[config.mk]
export PLATFORM = sky130hd
export DESIGN_NAME = critical_time_step_min_reduce_unit
export DESIGN_NICKNAME = d
export VERILOG_FILES = /design/src/hdl/ctsmr_pkg.sv /design/src/hdl/ctsmr_div_lane.sv /design/src/hdl/ctsmr_sqrt.sv /design/src/hdl/critical_time_step_min_reduce_unit.sv
export SDC_FILE = /design/constraint.sdc
export NUM_CORES = 2
export LEC_CHECK = 0
export BUFFER_PORTS_ARGS = -buffer_cell sky130_fd_sc_hd__buf_2
export CORE_MARGIN = 2
export CORE_UTILIZATION = 60
export DETAILED_ROUTE_END_ITERATION = 8
export GPL_ROUTABILITY_DRIVEN = 0
export PLACE_DENSITY = 0.77
export SETUP_SLACK_MARGIN = 0.3
export SYNTH_ARGS = -nofsm -noshare
export SYNTH_HDL_FRONTEND = slang
export SYNTH_SLANG_ARGS = --single-unit
[constraint.sdc]
create_clock -name clk -period 13.9 [get_ports clk]
set_clock_uncertainty 0.1 [all_clocks]
set_input_delay 1.39 -clock clk [delete_from_list [all_inputs] [get_ports clk]]
set_output_delay 1.39 -clock clk [all_outputs]
set_load 0.02 [all_outputs]
[src/hdl/ctsmr_pkg.sv]
`timescale 1ns / 1ps
`default_nettype none
// ----------------------------------------------------------------------------
// ctsmr_pkg
// Shared constants and types for the critical time step minimum reduce unit.
// ----------------------------------------------------------------------------
package ctsmr_pkg;

	localparam int unsigned NumAxes = 3;
	localparam logic [31:0] Scale0p3Q32 = 32'd1288490189;
	localparam logic [15:0] GroupSelectReset = 16'd1;
	localparam logic [31:0] MaxDtReset = 32'd1288490;

	// Configuration register indexes.
	localparam logic [0:0] RegGroupSelect = 1'b0;
	localparam logic [0:0] RegMaxDt = 1'b1;

	typedef enum logic [2:0] {
		ST_IDLE,
		ST_DIV,
		ST_PICK,
		ST_SQRT,
		ST_SCALE,
		ST_FOLD,
		ST_OUT
	} ctsmr_state_t;

	// Start strobe toward the divider lanes.
	typedef struct packed {
		logic start;
	} div_ctrl_t;

endpackage : ctsmr_pkg
`default_nettype wire

[src/hdl/ctsmr_div_lane.sv]
`timescale 1ns / 1ps
`default_nettype none
// ----------------------------------------------------------------------------
// ctsmr_div_lane
// Restoring divider for one axis: floor(num * 2^64 / den), one bit a cycle,
// saturating to all ones when num >= den.
// ----------------------------------------------------------------------------
module ctsmr_div_lane
	import ctsmr_pkg::*;
(
	input  wire logic        clk,
	input  wire logic        arst_n,
	input  wire div_ctrl_t   ctrl,
	input  wire logic [31:0] num,
	input  wire logic [31:0] den,
	output logic [63:0]      quot,
	output logic             busy
);

	logic [31:0] rem_q;
	logic [63:0] quot_q;
	logic [6:0]  cnt_q;
	logic [31:0] den_q;
	logic        sat_q;
	logic [32:0] rem_sh;

	assign rem_sh = {rem_q, 1'b0};

	// Iterate one quotient bit per cycle.
	always_ff @(posedge clk or negedge arst_n) begin
		if (!arst_n) begin
			cnt_q <= '0;
		end else if (ctrl.start) begin
			cnt_q <= 7'd64;
		end else if (cnt_q != '0) begin
			cnt_q <= cnt_q - 7'd1;
		end
	end

	always_ff @(posedge clk) begin
		if (ctrl.start) begin
			rem_q  <= num;
			quot_q <= '0;
			den_q  <= den;
			sat_q  <= (num >= den);
		end else if (cnt_q != '0) begin
			if (rem_sh >= {1'b0, den_q}) begin
				rem_q  <= 32'(rem_sh - {1'b0, den_q});
				quot_q <= {quot_q[62:0], 1'b1};
			end else begin
				rem_q  <= rem_sh[31:0];
				quot_q <= {quot_q[62:0], 1'b0};
			end
		end
	end

	assign busy = (cnt_q != '0);
	assign quot = sat_q ? '1 : quot_q;

endmodule : ctsmr_div_lane
`default_nettype wire

[src/hdl/ctsmr_sqrt.sv]
`timescale 1ns / 1ps
`default_nettype none
// ----------------------------------------------------------------------------
// ctsmr_sqrt
// Floor square root of a 64-bit value, one result bit a cycle.
// ----------------------------------------------------------------------------
module ctsmr_sqrt
	import ctsmr_pkg::*;
(
	input  wire logic        clk,
	input  wire logic        arst_n,
	input  wire logic        start,
	input  wire logic [63:0] radicand,
	output logic [31:0]      root,
	output logic             busy
);

	logic [63:0] val_q;
	logic [31:0] rem_q;
	logic [31:0] root_q;
	logic [5:0]  cnt_q;
	logic [33:0] rem_sh;
	logic [33:0] trial;

	assign rem_sh = {rem_q, val_q[63:62]};
	assign trial  = {root_q, 2'b01};

	// Count the 32 result digits.
	always_ff @(posedge clk or negedge arst_n) begin
		if (!arst_n) begin
			cnt_q <= '0;
		end else if (start) begin
			cnt_q <= 6'd32;
		end else if (cnt_q != '0) begin
			cnt_q <= cnt_q - 6'd1;
		end
	end

	// The remainder stays below 2^32 until the last digit, whose remainder is unused.
	always_ff @(posedge clk) begin
		if (start) begin
			val_q  <= radicand;
			rem_q  <= '0;
			root_q <= '0;
		end else if (cnt_q != '0) begin
			val_q <= {val_q[61:0], 2'b00};
			if (rem_sh >= trial) begin
				rem_q  <= 32'(rem_sh - trial);
				root_q <= {root_q[30:0], 1'b1};
			end else begin
				rem_q  <= rem_sh[31:0];
				root_q <= {root_q[30:0], 1'b0};
			end
		end
	end

	assign busy = (cnt_q != '0);
	assign root = root_q;

endmodule : ctsmr_sqrt
`default_nettype wire

[src/hdl/critical_time_step_min_reduce_unit.sv]
`timescale 1ns / 1ps
`default_nettype none
// ----------------------------------------------------------------------------
// critical_time_step_min_reduce_unit
// Usage: one body record per input word (valid/stall). A counting body gets
// its critical step 0.3*sqrt(min(mass/k)) folded into a running minimum.
// The word marked last_body produces one output word (valid/stall) holding
// min(running minimum, max_dt) and a flag telling if any body counted.
// Configuration (cfg_valid/cfg_ready, index, data): 0 group_select, 1 max_dt.
// Flow: an item is worked on alone; the input is stalled outside the idle
// state. A counting body with a nonzero stiffness passes through the states
// divide (the three divider lanes in parallel: start, 64 quotient bits,
// done), pick to merge the lanes, square root, scale, fold and output, then
// back to idle. Other bodies go from idle straight to the output state.
// Bodies with no stiffness are not folded into the minimum. The output word
// is registered in the output state of the last word.
// Reset sets the running minimum to all ones and the state, flags and config to defaults.
// When the receiver stalls, the result is held in the output register and
// the next input word still enters and is computed; it waits only if a
// second result would be due.
// ----------------------------------------------------------------------------
module critical_time_step_min_reduce_unit
	import ctsmr_pkg::*;
(
	input  wire logic        clk,
	input  wire logic        arst_n,
	input  wire logic        in_valid,
	output logic             in_stall,
	input  wire logic [31:0] body_mass,
	input  wire logic [31:0] stiffness_x,
	input  wire logic [31:0] stiffness_y,
	input  wire logic [31:0] stiffness_z,
	input  wire logic        is_dynamic,
	input  wire logic [15:0] body_groups,
	input  wire logic        record_valid,
	input  wire logic        last_body,
	output logic             out_valid,
	input  wire logic        out_stall,
	output logic [31:0]      time_step,
	output logic             from_bodies,
	input  wire logic        cfg_valid,
	output logic             cfg_ready,
	input  wire logic [0:0]  cfg_index,
	input  wire logic [31:0] cfg_data
);

	ctsmr_state_t state_q, state_d;
	logic [15:0] group_select_q;
	logic [31:0] max_dt_q;
	logic [31:0] running_min_q;
	logic        found_any_q;
	logic        last_q;
	logic [31:0] mass_q;
	logic [31:0] k_q [NumAxes];
	logic [63:0] quot [NumAxes];
	logic [NumAxes-1:0] div_busy;
	logic [63:0] best_q;
	logic        finite_q;
	logic [31:0] root;
	logic        sqrt_busy;
	logic [63:0] prod_s1;
	logic [31:0] dt_q;
	logic        accept;
	logic        counts;
	div_ctrl_t   div_ctrl;
	logic        sqrt_start;
	logic        last_q_started;
	logic        sqrt_started;

	assign cfg_ready = 1'b1;
	assign in_stall  = (state_q != ST_IDLE);
	assign accept    = in_valid && !in_stall;
	assign counts    = is_dynamic && record_valid && ((body_groups & group_select_q) != '0);

	// Configuration registers.
	always_ff @(posedge clk or negedge arst_n) begin
		if (!arst_n) begin
			group_select_q <= GroupSelectReset;
			max_dt_q       <= MaxDtReset;
		end else if (cfg_valid && cfg_ready) begin
			case (cfg_index)
				RegGroupSelect: group_select_q <= cfg_data[15:0];
				RegMaxDt:       max_dt_q <= cfg_data;
				default:        ;
			endcase
		end
	end

	// Divider lanes, one per axis.
	for (genvar a = 0; a < NumAxes; a++) begin : g_lane
		ctsmr_div_lane u_div (
			.clk(clk), .arst_n(arst_n), .ctrl(div_ctrl),
			.num(mass_q), .den(k_q[a]), .quot(quot[a]), .busy(div_busy[a])
		);
	end

	ctsmr_sqrt u_sqrt (
		.clk(clk), .arst_n(arst_n), .start(sqrt_start),
		.radicand(best_q), .root(root), .busy(sqrt_busy)
	);

	// Next state.
	always_comb begin
		state_d    = state_q;
		div_ctrl   = '0;
		sqrt_start = 1'b0;
		case (state_q)
			ST_IDLE: if (accept) begin
				state_d = (counts && (stiffness_x != '0 || stiffness_y != '0 ||
					stiffness_z != '0)) ? ST_DIV : ST_OUT;
			end
			ST_DIV: begin
				div_ctrl.start = (div_busy == '0) && !last_q_started;
				if (last_q_started && div_busy == '0) state_d = ST_PICK;
			end
			ST_PICK: begin
				state_d = ST_SQRT;
			end
			ST_SQRT: begin
				sqrt_start = !sqrt_started;
				if (sqrt_started && !sqrt_busy) state_d = ST_SCALE;
			end
			ST_SCALE: state_d = ST_FOLD;
			ST_FOLD:  state_d = ST_OUT;
			ST_OUT:   if (!last_q || !out_valid || !out_stall) state_d = ST_IDLE;
			default:  state_d = ST_IDLE;
		endcase
	end

	always_ff @(posedge clk or negedge arst_n) begin
		if (!arst_n) begin
			state_q        <= ST_IDLE;
			last_q_started <= 1'b0;
			sqrt_started   <= 1'b0;
		end else begin
			state_q        <= state_d;
			last_q_started <= (state_q == ST_DIV) ? 1'b1 : 1'b0;
			sqrt_started   <= (state_q == ST_SQRT) ? 1'b1 : 1'b0;
		end
	end

	// Capture the item.
	always_ff @(posedge clk) begin
		if (accept) begin
			mass_q <= body_mass;
			k_q[0] <= stiffness_x;
			k_q[1] <= stiffness_y;
			k_q[2] <= stiffness_z;
		end
	end

	// Merge the lanes: smallest ratio among nonzero axes.
	always_ff @(posedge clk) begin
		if (state_q == ST_PICK) begin
			logic [63:0] b;
			logic        f;
			b = '1;
			f = 1'b0;
			for (int a = 0; a < NumAxes; a++) begin
				if (k_q[a] != '0 && (!f || quot[a] < b)) begin
					b = quot[a];
					f = 1'b1;
				end
			end
			best_q   <= b;
			finite_q <= f;
		end
		if (state_q == ST_SCALE) prod_s1 <= {32'd0, root} * {32'd0, Scale0p3Q32};
	end

	assign dt_q = prod_s1[63:32];

	// Running minimum and result register.
	always_ff @(posedge clk or negedge arst_n) begin
		if (!arst_n) begin
			running_min_q <= '1;
			found_any_q   <= 1'b0;
			last_q        <= 1'b0;
			out_valid     <= 1'b0;
			time_step     <= '0;
			from_bodies   <= 1'b0;
		end else begin
			if (out_valid && !out_stall) out_valid <= 1'b0;
			if (accept) begin
				last_q <= last_body;
				if (counts) found_any_q <= 1'b1;
			end
			if (state_q == ST_FOLD && finite_q && dt_q < running_min_q)
				running_min_q <= dt_q;
			if (state_q == ST_OUT && last_q && (!out_valid || !out_stall)) begin
				out_valid     <= 1'b1;
				from_bodies   <= found_any_q;
				time_step     <= (found_any_q && running_min_q < max_dt_q) ?
					running_min_q : max_dt_q;
				running_min_q <= '1;
				found_any_q   <= 1'b0;
			end
		end
	end

	// A result is only produced from the output state.
	assert property (@(posedge clk) disable iff (!arst_n)
		$rose(out_valid) |-> $past(state_q) == ST_OUT)
		else $error("result without output state");
	// Input is held off while the square root runs.
	assert property (@(posedge clk) disable iff (!arst_n)
		(state_q == ST_SQRT) |-> in_stall)
		else $error("input taken during root");
	// The found flag is cleared after a result is issued, unless a word was taken.
	assert property (@(posedge clk) disable iff (!arst_n)
		$rose(out_valid) |=> (found_any_q == 1'b0 || $past(accept)))
		else $error("state not cleared after result");

endmodule : critical_time_step_min_reduce_unit
`default_nettype wire
==> results.cfg <==
[timing]
finalWorstSetupSlack_ns = 5.00
fmax_mhz = 112
period_needed_ns = 8.90
hold_viol = 0
slew_headroom_pct = 16.3
tightest_slew_ns = 1.24
rsz0062_at_grt = no
fin_crit_sh_pct = 64.0
drv_slew = 0
setup_viol = 0
timing.setup.tns_ns = 0

[yosys]
yosysUniqueCellTypes = 86
synth_area_sq_um = 64400
syn_nets = 7994
synth_seq_cells = 887
synth_area_leader_cell = edfxtp_1
yosysMostFrequentCell = inv_1
ys.flop_type = edfxtp_1
synth-async-reset-ratio_pct = 16.7
ys_seq_area_share_pct = 36.3
synth_edf_count = 483
synth_common_cells = 1015 x inv_1, 926 x nand2_1, 731 x ha_1, 483 x edfxtp_1, 426 x o21ai_0
syn_area_per_cell_sq_um = 9.63
synthCells = 6686
yosysWarningCount = 0
synth.area.top_cells = edfxtp_1 23%, ha_1 14%, fa_1 12%
netlist.area_leader.share_pct = 22.5

[clocking]
cts_inserted_buffers = 96
insertion_delay_ns = 0.68
cts_tree = built
postCtsHoldBufs = 0
clockBufferDepth = 3
cts_num_sinks = 887
path_clk_slew_ns = 0.07
cts_setup_buffers = 0
htreeDepth = 3
root_buffer = clkbuf_16
cts-resized-gates = 0

[drt]
wl_per_cell_microns = 20.1
detail_route.first_pass.iterations = 8
drc = 0
drtIter0Drc = 4919
antenna_left = 0
routed_via_density = 5.92
vias = 49247
drt-total-wl_mm = 167

[worst_setup_path]
critPathSlowestCell = buf_4
cp-start-kind = flip-flop
end_kind = flip-flop
worstPathMaxFanout = 111
slowest_delay_ns = 0.82
worstSetupPathType = reg -> reg
critical_path_arrival_ns = 9.19
ff2ff_path_depth = 26
cp.required_ns = 14.20

[layout]
drive_gt1_share_pct = 9.54
nNetsFinal = 8133
finalInstanceArea_sq_um = 70100
area_growth_pct = 8.91
fin_cells = 8313

[grt]
met1_usage_pct = 40.2
grt_first_pass_wirelength_mm = 265
grt_max_degree = 190
met2_usage_pct = 49.0
met3_usage_pct = 5.73
grt_pass1_vias = 49090
grt-ovfl-total = 0
top_usage_layer = met2
grt_usage_pct = 30.3
antenna_found_initial = 7

[outcome]
status = finished, final reports clean

[die]
dieArea_sq_um = 110000
row_count = 120
die_h_microns = 332
ios = 221
die_x_microns = 332
core_area_sq_um = 107000
start_util_pct = 60.3

[place]
place_ws_ns = 5.17
placed_area_sq_um = 66700
io_buffers = 219
dp_cells = 8130
hpwlAfterDp_mm = 127

[hold_path]
hp-class = reg -> reg
holdPathStages = 2

[run]
maxCapViolations = 0
## layout by cell type (no fill, tap or decap), drive strengths merged, types with 55 or more instances in the layout
cell    count
inv      1028
nand2     926
ha        731
edfxtp    483
o21ai     447
fa        392
nor2      371
a21oi     353
buf       260
dfxtp     256
a21o      156
clkbuf    129
mux2i     122
dfrtp     105
nand4      80
or2        73
xnor2      70
nor3       70
nor4       62
xor2       59
nor2b      55
nand2b     55
## layout make-up
cell class / instances / area (sq um)
diodes: 1 / 2.50
clock buffers: 129 / 2780
clock inverters: 53 / 587
fillers: 8256 / 36700
inverters: 1018 / 3830
multi-input cells: 4562 / 36300
flip-flops and latches: 887 / 23400
well taps: 1403 / 1760
repair buffers: 260 / 1410
## stage by stage
step | util [%] | hold slack, ns
after global placement | 62.5 | 0.342
after floorplan | - | 0.331
after detailed placement | 62.5 | 0.355
after CTS | 65.7 | 0.366
final | 65.7 | 0.365
after global routing | 65.7 | 0.385
## per-layer routing
metal  vias up  wire (microns)
li1      22952               -
met1     23749           67200
met2      2059           77800
met3       475           14100
met4        12            7860
met5         -              79
## path summary, 6_finish.rpt
kind                                                    startpoint                                       to  slack [ns]
setup / recovery                              k_q[0][26]$_DFFE_PP_                      best_q[5]$_DFFE_PP_        5.00
hold / removal             g_lane[1].u_div.quot_q[16]$_SDFFE_PP0P_  g_lane[1].u_div.quot_q[17]$_SDFFE_PP0P_        0.36
setup reg to reg                              k_q[0][26]$_DFFE_PP_                      best_q[5]$_DFFE_PP_        5.00
hold reg to reg            g_lane[1].u_div.quot_q[16]$_SDFFE_PP0P_  g_lane[1].u_div.quot_q[17]$_SDFFE_PP0P_        0.36
max in group asynchronous                                   arst_n              u_sqrt.cnt_q[0]$_DFFE_PN0P_       11.63
min in group asynchronous                                   arst_n                 time_step[1]$_DFFE_PN0P_        0.64
## state kept, by name, indices dropped and copies added (netlist names), 64 cells and up
signal and cells:
u_sqrt.val_q 64, k_q 96, best_q 64, g_lane.u_div.den_q 96
g_lane.u_div.quot_q 192, g_lane.u_div.rem_q 96
## critical path: cells and delay by family (launching register included)
family,cells,cell delay (ns)
fa+ha+maj,2,0.73
buf+inv,3,1.72
simple gates,7,2.15
mux,1,0.19
flops,1,0.42
compound gates,13,3.24
## logic make-up after synthesis
kind of cell	count (synthesis)	share of synthesized area, %
AOI/OAI and AO/OA	1289	12.4
buffers and inverters	1237	7.42
xor gates and xnor gates	129	1.76
DFF	887	36.3
muxes	172	2.77
adders and majority gates	1123	26.4
and+or+nand+nor	1848	12.9
other	1	0.00583
Power is left out: the tool's default activity adds up to more than one toggle a clock period on the data nets, which glitch-free logic cannot reach.
